### src/rtl/core/armpr_pkg.sv
// Package for the aging-register MRU page replacer.
// Holds sizes, payload types and the scan / command structs shared by the cells and top level.
// No dependencies.
package armpr_pkg;

   localparam int NUM_FRAMES = 8;
   localparam int PAGE_BITS  = 16;
   localparam int AGE_BITS   = 8;

   localparam int IDX_BITS = (NUM_FRAMES > 1) ? $clog2(NUM_FRAMES) : 1;
   localparam int CNT_BITS = $clog2(NUM_FRAMES + 1);

   // Fixed field widths of the channels and the register
   localparam int PAGE_FIELD_BITS  = 16;
   localparam int FRAME_FIELD_BITS = 3;
   localparam int FAULT_BITS       = 32;
   localparam int CSR_BITS         = 4;

   localparam logic [CSR_BITS-1:0]   CSR_RESET = CSR_BITS'(8);
   localparam logic [AGE_BITS-1:0]   AGE_TOP   = {1'b1, {(AGE_BITS-1){1'b0}}};
   localparam logic [FAULT_BITS-1:0] FAULT_MAX = '1;

   typedef logic [PAGE_BITS-1:0] page_type;
   typedef logic [AGE_BITS-1:0]  age_type;
   typedef logic [IDX_BITS-1:0]  idx_type;
   typedef logic [CNT_BITS-1:0]  cnt_type;

   // Running result handed from cell to cell
   typedef struct packed {
      logic     hit_found;
      idx_type  hit_idx;
      logic     empty_found;
      idx_type  empty_idx;
      logic     any;
      age_type  max_age;
      idx_type  max_idx;
      page_type max_page;
   } scan_type;

   // Update broadcast to every cell when a request is taken
   typedef struct packed {
      logic    step;
      logic    hit;
      idx_type slot;
   } cmd_type;

endpackage

### src/rtl/core/armpr_req_if.sv
// Request channel: one page reference per transfer.
// Depends on armpr_pkg for the field widths.
interface armpr_req_if
   import armpr_pkg::*;
   ();
   logic                       valid;
   logic                       ready;
   logic [PAGE_FIELD_BITS-1:0] page_number;

   modport source (output valid, output page_number, input ready);
   modport sink (input valid, input page_number, output ready);
endinterface

### src/rtl/core/armpr_rsp_if.sv
// Response channel: hit or fault, frame used, evicted page and fault count.
// Depends on armpr_pkg for the field widths.
interface armpr_rsp_if
   import armpr_pkg::*;
   ();
   logic                        valid;
   logic                        ready;
   logic                        hit;
   logic [FRAME_FIELD_BITS-1:0] frame_index;
   logic                        evicted_valid;
   logic [PAGE_FIELD_BITS-1:0]  evicted_page;
   logic [FAULT_BITS-1:0]       fault_count;

   modport source (output valid, output hit, output frame_index, output evicted_valid,
                   output evicted_page, output fault_count, input ready);
   modport sink (input valid, input hit, input frame_index, input evicted_valid,
                 input evicted_page, input fault_count, output ready);
endinterface

### src/rtl/core/aging_register_mru_page_replacer.sv
// Aging-register page replacer evicting the most recently used frame (largest age).
// The response is registered when the request is taken.
// Throughput: 1 request per cycle while the output register is empty or being read;
// the frame cells finish lookup, aging and victim selection in the accepting cycle.
// Reset: clears frame valid bits, ages, fault count and output valid; active_frames
// returns to 8. Page contents are written before they are ever read.
module aging_register_mru_page_replacer
   import armpr_pkg::*;
   (
   input  logic                clock,
   input  logic                reset,
   armpr_req_if.sink           req_bus,
   armpr_rsp_if.source         rsp_bus,
   input  logic                csr_wr_en,
   input  logic [CSR_BITS-1:0] csr_wr_data
   );

   logic [CSR_BITS-1:0] active_frames_ff;
   cnt_type             frame_count;

   scan_type            scan [0:NUM_FRAMES];
   cmd_type             cmd;
   page_type            req_page;
   logic                step;
   logic                miss_evict;
   idx_type             slot;

   logic                        rsp_valid_ff;
   logic                        hit_ff;
   logic [FRAME_FIELD_BITS-1:0] frame_index_ff;
   logic                        evicted_valid_ff;
   logic [PAGE_FIELD_BITS-1:0]  evicted_page_ff;
   logic [FAULT_BITS-1:0]       fault_ff;
   logic [FAULT_BITS-1:0]       fault_in;

   always_ff @(posedge clock) begin
      if (reset) begin
         active_frames_ff <= CSR_RESET;
      end else if (csr_wr_en) begin
         active_frames_ff <= csr_wr_data;
      end
   end

   // zero counts as one frame, anything past the array as all frames
   always_comb begin
      if (active_frames_ff == '0) begin
         frame_count = CNT_BITS'(1);
      end else if (32'(active_frames_ff) > NUM_FRAMES) begin
         frame_count = CNT_BITS'(NUM_FRAMES);
      end else begin
         frame_count = CNT_BITS'(active_frames_ff);
      end
   end

   assign req_bus.ready = !rsp_valid_ff || rsp_bus.ready;
   assign step          = req_bus.valid && req_bus.ready;
   assign req_page      = PAGE_BITS'(req_bus.page_number);

   assign scan[0] = '0;

   for (genvar g = 0; g < NUM_FRAMES; g++) begin : g_cell
      armpr_cell u_cell (
         .clock    (clock),
         .reset    (reset),
         .cell_idx (IDX_BITS'(g)),
         .active   (CNT_BITS'(g) < frame_count),
         .page_in  (req_page),
         .cmd      (cmd),
         .scan_in  (scan[g]),
         .scan_out (scan[g+1])
      );
   end

   assign miss_evict = !scan[NUM_FRAMES].hit_found && !scan[NUM_FRAMES].empty_found;

   always_comb begin
      if (scan[NUM_FRAMES].hit_found) begin
         slot = scan[NUM_FRAMES].hit_idx;
      end else if (scan[NUM_FRAMES].empty_found) begin
         slot = scan[NUM_FRAMES].empty_idx;
      end else begin
         slot = scan[NUM_FRAMES].max_idx;
      end
   end

   assign cmd.step = step;
   assign cmd.hit  = scan[NUM_FRAMES].hit_found;
   assign cmd.slot = slot;

   // saturate the fault total
   always_comb begin
      fault_in = fault_ff;
      if (!scan[NUM_FRAMES].hit_found && (fault_ff != FAULT_MAX)) begin
         fault_in = fault_ff + FAULT_BITS'(1);
      end
   end

   always_ff @(posedge clock) begin
      if (reset) begin
         rsp_valid_ff <= 1'b0;
         fault_ff     <= '0;
      end else begin
         if (step) begin
            rsp_valid_ff <= 1'b1;
            fault_ff     <= fault_in;
         end else if (rsp_bus.ready) begin
            rsp_valid_ff <= 1'b0;
         end
      end
   end

   always_ff @(posedge clock) begin
      if (step) begin
         hit_ff           <= scan[NUM_FRAMES].hit_found;
         frame_index_ff   <= FRAME_FIELD_BITS'(slot);
         evicted_valid_ff <= miss_evict;
         evicted_page_ff  <= miss_evict ? PAGE_FIELD_BITS'(scan[NUM_FRAMES].max_page)
                                        : '0;
      end
   end

   assign rsp_bus.valid         = rsp_valid_ff;
   assign rsp_bus.hit           = hit_ff;
   assign rsp_bus.frame_index   = frame_index_ff;
   assign rsp_bus.evicted_valid = evicted_valid_ff;
   assign rsp_bus.evicted_page  = evicted_page_ff;
   assign rsp_bus.fault_count   = fault_ff;

endmodule

### src/rtl/core/armpr_cell.sv
// One frame of the replacer: page, valid bit and age register.
// Extends the scan from its left neighbor and applies the broadcast update.
// Depends on armpr_pkg.
module armpr_cell
   import armpr_pkg::*;
   (
   input  logic     clock,
   input  logic     reset,
   input  idx_type  cell_idx,
   input  logic     active,
   input  page_type page_in,
   input  cmd_type  cmd,
   input  scan_type scan_in,
   output scan_type scan_out
   );

   page_type page_ff;
   logic     valid_ff;
   age_type  age_ff;

   age_type  aged;
   logic     match;
   logic     sel;

   assign aged  = age_ff >> 1;
   assign match = active && valid_ff && (page_ff == page_in);
   assign sel   = cmd.slot == cell_idx;

   always_comb begin
      scan_out = scan_in;
      if (active) begin
         if (match && !scan_in.hit_found) begin
            scan_out.hit_found = 1'b1;
            scan_out.hit_idx   = cell_idx;
         end
         if (!valid_ff && !scan_in.empty_found) begin
            scan_out.empty_found = 1'b1;
            scan_out.empty_idx   = cell_idx;
         end
         // strict compare keeps the lowest index on a tie
         if (!scan_in.any || (aged > scan_in.max_age)) begin
            scan_out.any      = 1'b1;
            scan_out.max_age  = aged;
            scan_out.max_idx  = cell_idx;
            scan_out.max_page = page_ff;
         end
      end
   end

   always_ff @(posedge clock) begin
      if (reset) begin
         valid_ff <= 1'b0;
         age_ff   <= '0;
      end else if (cmd.step && active) begin
         if (sel && cmd.hit) begin
            age_ff <= aged | AGE_TOP;
         end else if (sel) begin
            age_ff   <= AGE_TOP;
            valid_ff <= 1'b1;
         end else begin
            age_ff <= aged;
         end
      end
   end

   always_ff @(posedge clock) begin
      if (cmd.step && active && sel && !cmd.hit) begin
         page_ff <= page_in;
      end
   end

endmodule
### src/flat_wrapper.sv
// flat-port wrapper written by rule: the top's interface ports become plain ports
module aging_register_mru_page_replacer_flat import armpr_pkg::*;
  (clock, reset, csr_wr_en, csr_wr_data, req_bus_valid, req_bus_page_number, req_bus_ready, rsp_bus_valid, rsp_bus_hit, rsp_bus_frame_index, rsp_bus_evicted_valid, rsp_bus_evicted_page, rsp_bus_fault_count, rsp_bus_ready);
  armpr_req_if req_bus_i ();
  armpr_rsp_if rsp_bus_i ();
  input  logic clock;
  input  logic reset;
  input  logic csr_wr_en;
  input  logic [CSR_BITS-1:0] csr_wr_data;
  input wire logic [$bits(req_bus_i.valid)-1:0] req_bus_valid;
  input wire logic [$bits(req_bus_i.page_number)-1:0] req_bus_page_number;
  output wire logic [$bits(req_bus_i.ready)-1:0] req_bus_ready;
  output wire logic [$bits(rsp_bus_i.valid)-1:0] rsp_bus_valid;
  output wire logic [$bits(rsp_bus_i.hit)-1:0] rsp_bus_hit;
  output wire logic [$bits(rsp_bus_i.frame_index)-1:0] rsp_bus_frame_index;
  output wire logic [$bits(rsp_bus_i.evicted_valid)-1:0] rsp_bus_evicted_valid;
  output wire logic [$bits(rsp_bus_i.evicted_page)-1:0] rsp_bus_evicted_page;
  output wire logic [$bits(rsp_bus_i.fault_count)-1:0] rsp_bus_fault_count;
  input wire logic [$bits(rsp_bus_i.ready)-1:0] rsp_bus_ready;
  assign req_bus_i.valid = req_bus_valid;
  assign req_bus_i.page_number = req_bus_page_number;
  assign req_bus_ready = req_bus_i.ready;
  assign rsp_bus_valid = rsp_bus_i.valid;
  assign rsp_bus_hit = rsp_bus_i.hit;
  assign rsp_bus_frame_index = rsp_bus_i.frame_index;
  assign rsp_bus_evicted_valid = rsp_bus_i.evicted_valid;
  assign rsp_bus_evicted_page = rsp_bus_i.evicted_page;
  assign rsp_bus_fault_count = rsp_bus_i.fault_count;
  assign rsp_bus_i.ready = rsp_bus_ready;
  aging_register_mru_page_replacer u_core (.clock(clock), .reset(reset), .req_bus(req_bus_i), .rsp_bus(rsp_bus_i), .csr_wr_en(csr_wr_en), .csr_wr_data(csr_wr_data));
endmodule
### config.mk
export PLATFORM = sky130hd
export DESIGN_NAME = aging_register_mru_page_replacer_flat
export DESIGN_NICKNAME = d
export VERILOG_FILES = /design/src/rtl/core/armpr_pkg.sv /design/src/rtl/core/armpr_req_if.sv /design/src/rtl/core/armpr_rsp_if.sv /design/src/rtl/core/aging_register_mru_page_replacer.sv /design/src/rtl/core/armpr_cell.sv /design/src/flat_wrapper.sv
export SDC_FILE = /design/constraint.sdc
export NUM_CORES = 1
export LEC_CHECK = 0
export BUFFER_PORTS_ARGS = -buffer_cell sky130_fd_sc_hd__buf_2
export CAP_MARGIN = 40
export CORE_MARGIN = 10
export CORE_UTILIZATION = 57
export CTS_BUF_LIST = sky130_fd_sc_hd__clkbuf_8
export CTS_CLUSTER_SIZE = 10
export DETAILED_ROUTE_END_ITERATION = 8
export PLACE_DENSITY = 0.86
export SYNTH_ARGS = -nofsm -noshare
export SYNTH_HDL_FRONTEND = slang
export SYNTH_SLANG_ARGS = --single-unit
### constraint.sdc
create_clock -name clock -period 14.8 [get_ports clock]
set_input_delay 2.22 -clock clock [delete_from_list [all_inputs] [get_ports clock]]
set_output_delay 2.22 -clock clock [all_outputs]
set_load 0.05 [all_outputs]
==> metrics.md, run 1 <==
| Metric | Value |
|---|---|
| Outcome | `complete, no violations` |
| Tmin final | `13.96 ns` |
| R2r setup slk | `0.84 ns` |
| Pin count of the biggest net entering global routing | `47` |
| Vias per cell | `6.38` |
| Final ANT Viol Nets | `0` |
| IO Pins | `80` |
| I/O Buffers | `79` |
| Grt total ovfl | `0` |
| Arrival time worst endpoint | `14.19 ns` |
| Crit end category | `flip-flop` |
| Sink Count | `250` |
| Chip Height | `174 µm` |
| Gr usage total | `23.0%` |
| Final Hold Vio Count | `0` |
| Initial Utilization | `57.8%` |
| Pwr per Cell Area | `239 nW/µm²` |
| Final Util | `65.1%` |
| Vias in the first global route | `10.8k` |
| FP Rows | `56` |
| CP required | `15.03 ns` |
| Async SR Flop Fraction | `0%` |
| End of the critical path | `u_core.g_cell[7].u_cell.page_ff[0]$_DFFE_PP_` |
| Worst skew pair latency | `0.56 ns` |
| TritonCTS clock tree | `done` |
| Worst slew pin tran | `0.783 ns` |
| Global-route wire length before repair | `57.2 mm` |
| Root Driver | `clkbuf_8` |
| CP max FO | `10` |
| Post-synth EDFFs | `149` |
| Peak VDD IR | `0.222 mV` |
| FF-to-FF End | `u_core.g_cell[7].u_cell.page_ff[0]$_DFFE_PP_` |
| Worst setup SP type | `flip-flop` |
| Fraction of layout instances using a drive strength above 1 | `16.2%` |
| Number of synthesis warnings | `0` |
| Layout Nets | `1,463` |
| Main synth FF type | `edfxtp_1` |
| Syn nets | `1,371` |
| FILL cells | `1,757` |
| Die width | `174 µm` |
| Routed length on met2 | `17.7 mm` |
| Top Metal Used | `met4` |
| RePlAce Congestion | `0.971` |
| M1 wire length | `14.5 mm` |
| Drt drc | `0` |
| Antenna violations before repair | `0` |
| Top-count cell post-synth | `edfxtp_1` |
| H-tree lvl count | `2` |
| Via count | `11.1k` |
| DRT iter0 DRCs | `1,574` |
| Cell variety after synth | `80` |
| CTS clk-pin slew, worst paths | `0.06 ns` |
| Max incr delay on CP | `0.46 ns` |
| DPL Wire Length | `26.2 mm` |
| Hold_buf cts | `0` |
| Post-Syn Instances | `1,301` |
| TritonCTS buffer count | `41` |
| FF-to-FF Start | `u_core.g_cell[0].u_cell.age_ff[7]$_SDFFE_PP0P_` |
| DR WL/cell | `21.0 µm` |
| CP max stage cell | `o41ai_4` |
| Die area | `30,400 µm²` |
| Area of the multi-input gates | `6720 µm²` |
| Final WL | `36.6 mm` |
| Synth Area per Inst | `10.4 µm²` |
| Drt pass-1 iters | `8` |
| Area Growth Syn to Fin | `12.7%` |
| F_max | `71.6 MHz` |
| Core Region | `23,500 µm²` |
| Synth top cells by count | `edfxtp_1 (149), xnor2_1 (107), nand2_1 (102)` |
| Clock Skews | `0.0312 ns` |
| Pleak | `5.68 nW` |
| Area contributors post-synth | `edfxtp_1 (33%), dfxtp_1 (15%), xnor2_1 (6.9%)` |
| Critical Path Source | `u_core.g_cell[0].u_cell.age_ff[7]$_SDFFE_PP0P_` |
| Clk buf depth | `3` |
| WL met3 | `2.98 mm` |
| Cell Area, Synth | `13,600 µm²` |
| Antenna diode count | `0` |
| Register area | `6500 µm²` |
| Post-synthesis sequential area ratio | `47.9%` |
| Maxcap violations | `0` |
| Hold slack | `0.485 ns` |
| Path depth of the worst reg2reg path | `70` |
| Slew Limit Headroom | `47.4%` |
| Top cell type's share of synthesized area | `33.0%` |
| Final setup vio count | `0` |
| Final period utilization | `94.3%` |
| Fin. max-slew vios | `0` |
| Largest area contributor in the netlist | `edfxtp_1` |
| Most common cell on crit path | `ha_1` |
| Setup CP Type | `flip-flop to flip-flop` |
| Flops & latches, synth | `250` |
| Worst min path class | `flip-flop to flip-flop` |
flip-flops by register name, summed over array words and instances, names as in the netlist:
signal / count
u_core.g_cell.u_cell.valid_ff: 8
u_core.active_frames_ff: 4
u_core.g_cell.u_cell.page_ff: 128
u_core.rsp_bus.valid: 1
u_core.rsp_bus.evicted_page: 16
u_core.g_cell.u_cell.age_ff: 56
u_core.rsp_bus.frame_index: 3
u_core.rsp_bus.evicted_valid: 1
u_core.rsp_bus.fault_count: 32
u_core.rsp_bus.hit: 1
final cells by class:
class | instances | area share (%)
Sequential cell | 250 | 42.5
Inverter | 64 | 1.59
Clock inverter | 31 | 0.941
Tap cell | 319 | 2.61
Clock buffer | 44 | 3.96
Timing Repair Buffer | 111 | 4.44
Multi-Input combinational cell | 925 | 44.0
power by group:
group | internal [mW] | total [mW] | switching, mW | leakage [nW]
clock | 0.277 | 0.555 | 0.278 | 0.412
combinational | 0.901 | 2.21 | 1.31 | 3.08
sequential | 0.835 | 0.885 | 0.0499 | 2.19
total | 2.01 | 3.65 | 1.64 | 5.68
timing repair:
item,4_1_cts,5_1_grt
buffers inserted,3,6
gates cloned,0,1
gates resized for setup,3,32
pin swaps,1,4
setup endpoints to repair,133,210
stage by stage:
stage / total power, mW / setup slack, ns / area [µm²] / TNS [ns] / std cells
global placement: 2.85 / 0.166 / 14300 / 0 / 1657
global route: 3.88 / -0.0780 / 15300 / -6.03 / 1744
floorplan: 2.45 / 0.0912 / 13600 / 0 / 1301
detailed placement: 2.93 / -0.325 / 14300 / -21.21 / 1659
finish: 3.65 / 0.840 / 15300 / 0 / 1744
CTS: 3.50 / 0.0233 / 15100 / 0 / 1737
worst max-delay path, delay by kind of cell, from the launching register on:
family	cells	cell delay (ns)
compound gates	30	5.28
simple gates	24	3.95
fa+ha+maj	7	1.97
mux	4	1.43
buf+inv	5	0.68
flops	1	0.32
placed cells by master, fill, tap and decap left out, drive strengths merged, types with 13 or more instances in the layout:
cell type  Yosys  final
clkinv         1     22
edfxtp       149    149
mux2          17     17
a32o          43     43
xor2          43     43
or3           23     23
nor3          23     23
ha            45     45
o21ai         36     36
a222oi        16     16
o211ai        19     19
o21a          13     13
a21oi         54     54
xnor2        107    107
mux2i         38     38
dfxtp        101    101
nand4         44     44
nor2         100    100
inv           63     71
nand3         44     44
nand2        102    102
a21o          13     13
nor4          14     14
buf           14    111
clkbuf        49     44
worst min path at each step:
stage,start,to,slack (ns),depth (start not counted)
final,u_core.g_cell[7].u_cell.age_ff[1]$_SDFFE_PP0P_,u_core.g_cell[7].u_cell.age_ff[1]$_SDFFE_PP0P_,0.49,2
after global routing,u_core.g_cell[7].u_cell.age_ff[1]$_SDFFE_PP0P_,u_core.g_cell[7].u_cell.age_ff[1]$_SDFFE_PP0P_,0.50,2
after CTS,u_core.g_cell[7].u_cell.age_ff[1]$_SDFFE_PP0P_,u_core.g_cell[7].u_cell.age_ff[1]$_SDFFE_PP0P_,0.48,2
after detailed placement,u_core.g_cell[7].u_cell.age_ff[1]$_SDFFE_PP0P_,u_core.g_cell[7].u_cell.age_ff[1]$_SDFFE_PP0P_,0.47,2
after global placement,u_core.g_cell[7].u_cell.age_ff[1]$_SDFFE_PP0P_,u_core.g_cell[7].u_cell.age_ff[1]$_SDFFE_PP0P_,0.47,2
after floorplan,u_core.g_cell[7].u_cell.age_ff[1]$_SDFFE_PP0P_,u_core.g_cell[7].u_cell.age_ff[1]$_SDFFE_PP0P_,0.45,2
layer usage:
| metal | vias up | track usage (%) |
|---|---|---|
| met2 | 608 | 39.1 |
| li1 | 5064 | - |
| met4 | 0 | 8.59 |
| met3 | 108 | 4.10 |
| met5 | - | 0 |
| met1 | 5345 | 28.5 |
cell families (layout without fill, tap and decap cells):
group,count (synthesis),in the layout,share of synthesized area (%)
AND/OR/NAND/NOR,414,415,15.4
AO/OA/AOI/OAI,259,259,14.6
flip-flops,250,250,47.9
XOR/XNOR,150,150,9.69
buffers and inverters,127,250,3.63
multiplexers,55,55,4.47
adder cells (fa/ha/maj),46,46,4.23
(Power assumes the default switching activity.)
==> run 2: changes to the inputs <==
Settings changed: CORE_UTILIZATION 57 to 60, PLACE_DENSITY 0.86 to 0.87.
Clock period 14.8 ns to 17 ns, I/O delays scaled along.
==> run 2 against run 1 <==
Combinational power down 17%. Non-clock buffer count down 10. Fmax down 11%. Highest routed layer unchanged. Die area down 4.4%. Core utilization up 3.6 points. Final cell count down 2.8%. Sequential power down 13%. Sequential share of layout area up 0.41 points.
==> metrics.md, run 2 (synthesis results as in run 1) <==
| Metric | Value |
|---|---|
| Outcome | `complete, no violations (unchanged)` |
| DRT iter0 DRCs | `1,319 (was 1,574)` |
| Pleak | `5.69 nW (was 5.68 nW)` |
| CP max FO | `42 (was 10)` |
| Drt pass-1 iters | `7 (was 8)` |
| Worst setup margin | `1.31 ns (was 0.840 ns)` |
| Antenna violations before repair | `0 (unchanged)` |
| F_max | `63.7 MHz (was 71.6 MHz)` |
| Core Region | `22,000 µm² (was 23,500 µm²)` |
| Grt total ovfl | `0 (unchanged)` |
| Initial Utilization | `61.6% (was 57.8%)` |
| Gr usage total | `25.5% (was 23.0%)` |
| Place WS | `1.45 ns (was -0.325 ns)` |
| Pin count of the biggest net entering global routing | `48 (was 47)` |
| Area Growth Syn to Fin | `11.6% (was 12.7%)` |
| Antenna diode count | `0 (unchanged)` |
| Final period utilization | `92.3% (was 94.3%)` |
| Vias in the first global route | `10.9k (was 10.8k)` |
| Root Driver | `clkbuf_8 (unchanged)` |
| CTS clk-pin slew, worst paths | `0.07 ns (was 0.06 ns)` |
| Setup CP Type | `flip-flop to flip-flop (unchanged)` |
| TritonCTS buffer count | `42 (was 41)` |
| Post-Route Setup TNS | `0 ns (unchanged)` |
| Final Hold Vio Count | `0 (unchanged)` |
| Final WL | `37.4 mm (was 36.6 mm)` |
| CP required | `17.28 ns (was 15.03 ns)` |
| Placed cells | `1,618 (was 1,659)` |
| H-tree lvl count | `2 (unchanged)` |
| Final ANT Viol Nets | `0 (unchanged)` |
| Worst setup SP type | `flip-flop (unchanged)` |
| Delay-heaviest family, CP | `compound AO/OA/AOI/OAI gates (unchanged)` |
| Leading cell type in the layout, fill and taps excluded | `edfxtp_1 (unchanged)` |
| Setup Fix Bufs, Post-CTS | `0 (was 3)` |
| Global-route wire length before repair | `59.4 mm (was 57.2 mm)` |
| IO Pins | `80 (unchanged)` |
| Hold_buf cts | `0 (unchanged)` |
| Via count | `11.0k (was 11.1k)` |
| Die area | `29,000 µm² (was 30,400 µm²)` |
| Drt drc | `0 (unchanged)` |
| Max reg flops | `128 (unchanged)` |
| I/O Buffers | `79 (unchanged)` |
| Maxcap violations | `0 (unchanged)` |
| Pwr Total | `3.14 mW (was 3.65 mW)` |
| CP max stage cell | `nor3_1 (was o41ai_4)` |
| Clock Skews | `0.0428 ns (was 0.0312 ns)` |
| Reg with most FFs | `u_core.g_cell.u_cell.page_ff (unchanged)` |
| Arrival time worst endpoint | `15.97 ns (was 14.19 ns)` |
| Worst slew pin tran | `0.845 ns (was 0.783 ns)` |
| Fraction of layout instances using a drive strength above 1 | `14.3% (was 16.2%)` |
| FILL cells | `1,616 (was 1,757)` |
| Slew Limit Headroom | `43.6% (was 47.4%)` |
| Crit end category | `flip-flop (unchanged)` |
| Pwr per Cell Area | `208 nW/µm² (was 239 nW/µm²)` |
| Die width | `170 µm (was 174 µm)` |
| Layout Nets | `1,453 (was 1,463)` |
| Buffers and inverters on the worst path | `9 (was 5)` |
| Max incr delay on CP | `0.44 ns (was 0.46 ns)` |
| Clk buf depth | `3 (unchanged)` |
| Final setup vio count | `0 (unchanged)` |
| Peak VDD IR | `0.253 mV (was 0.222 mV)` |
| Chip Height | `170 µm (was 174 µm)` |
| RePlAce Congestion | `1.01 (was 0.971)` |
| RSZ-0062 raised after global routing | `false` |
| Most common cell on crit path | `ha_1 (unchanged)` |
| Sink Count | `250 (unchanged)` |
| Worst min path class | `flip-flop to flip-flop (unchanged)` |
| Vias per cell | `6.51 (was 6.38)` |
| Layout Cells excl Fill | `1,696 (was 1,744)` |
| DPL Wire Length | `27.1 mm (was 26.2 mm)` |
| Tmin final | `15.69 ns (was 13.96 ns)` |
| Fin. max-slew vios | `0 (unchanged)` |
| TritonCTS clock tree | `done (unchanged)` |
| DR WL/cell | `22.1 µm (was 21.0 µm)` |
| Most frequent cells in the layout | `edfxtp_1 (149), xnor2_1 (107), nand2_1 (102) (was edfxtp_1 (149), xnor2_1 (107), nand2_1 (101), dfxtp_1 (101), nor2_1 (97))` |
| Worst skew pair latency | `0.58 ns (was 0.56 ns)` |
| FP Rows | `54 (was 56)` |
==> run 2: cell count changes in the layout (fill, tap and decap cells not counted), sizes merged <==
cell	change
bufinv	+1
and2	-1
buf	-10
clkbuf	+8
clkinv	-15
inv	+10
clkinvlp	-2
==> run 2: final timing paths <==
| path | from | slack (ns) | endpoint | cells past startpoint |
|---|---|---|---|---|
| setup / recovery | u_core.g_cell[0].u_cell.age_ff[7]$_SDFFE_PP0P_ | 1.31 | u_core.g_cell[2].u_cell.page_ff[7]$_DFFE_PP_ | 70 |
| hold / removal | u_core.g_cell[7].u_cell.age_ff[1]$_SDFFE_PP0P_ | 0.47 | u_core.g_cell[7].u_cell.age_ff[1]$_SDFFE_PP0P_ | 2 |
| setup reg to reg | u_core.g_cell[0].u_cell.age_ff[7]$_SDFFE_PP0P_ | 1.31 | u_core.g_cell[2].u_cell.page_ff[7]$_DFFE_PP_ | 70 |
| hold reg to reg | u_core.g_cell[7].u_cell.age_ff[1]$_SDFFE_PP0P_ | 0.47 | u_core.g_cell[7].u_cell.age_ff[1]$_SDFFE_PP0P_ | 2 |
==> run 2: layout make-up <==
class                   count  area, µm²  share of cell area (%)
multi-input cells         924       6600                    43.6
flip-flops and latches    250       6500                    42.9
clock buffers              52        716                    4.73
repair buffers            101        588                    3.89
well taps                 280        350                    2.31
inverters                  64        243                    1.60
clock inverters            25        143                   0.942
==> run 2: worst min-delay path, stage by stage (launching register included) <==
cell,delay (ns)
dfxtp_1,0.31
nand3_1,0.06
o31ai_1,0.06
==> run 2: power breakdown <==
part / internal [mW] / total [mW] / leakage, nW / switching (mW)
Combinational: 0.716 / 1.83 / 3.00 / 1.11
Clock: 0.293 / 0.542 / 0.501 / 0.249
Sequential: 0.727 / 0.772 / 2.19 / 0.0449
==> run 2: repair_timing <==
action                                 CTS  global route
setup endpoints to repair                0            12
gates resized for setup                  0             1
endpoints found under the hold margin    0             0
==> run 2: through the flow <==
step	instance area [µm²]	hold slack (ns)	util [%]
CTS	15100	0.473	68.6
global placement	14200	0.455	64.5
finish	15100	0.472	68.7
global route	15100	0.487	68.7
detailed placement	14300	0.464	64.7
floorplan	13600	0.445	-
==> run 2: metal layers <==
metal	track usage, %	part of all wire (%)	wire (µm)
met1	33.3	40	15000
met2	41.5	48	17900
met3	4.56	8.9	3340
met4	9.73	3.2	1220
met5	0	0	0
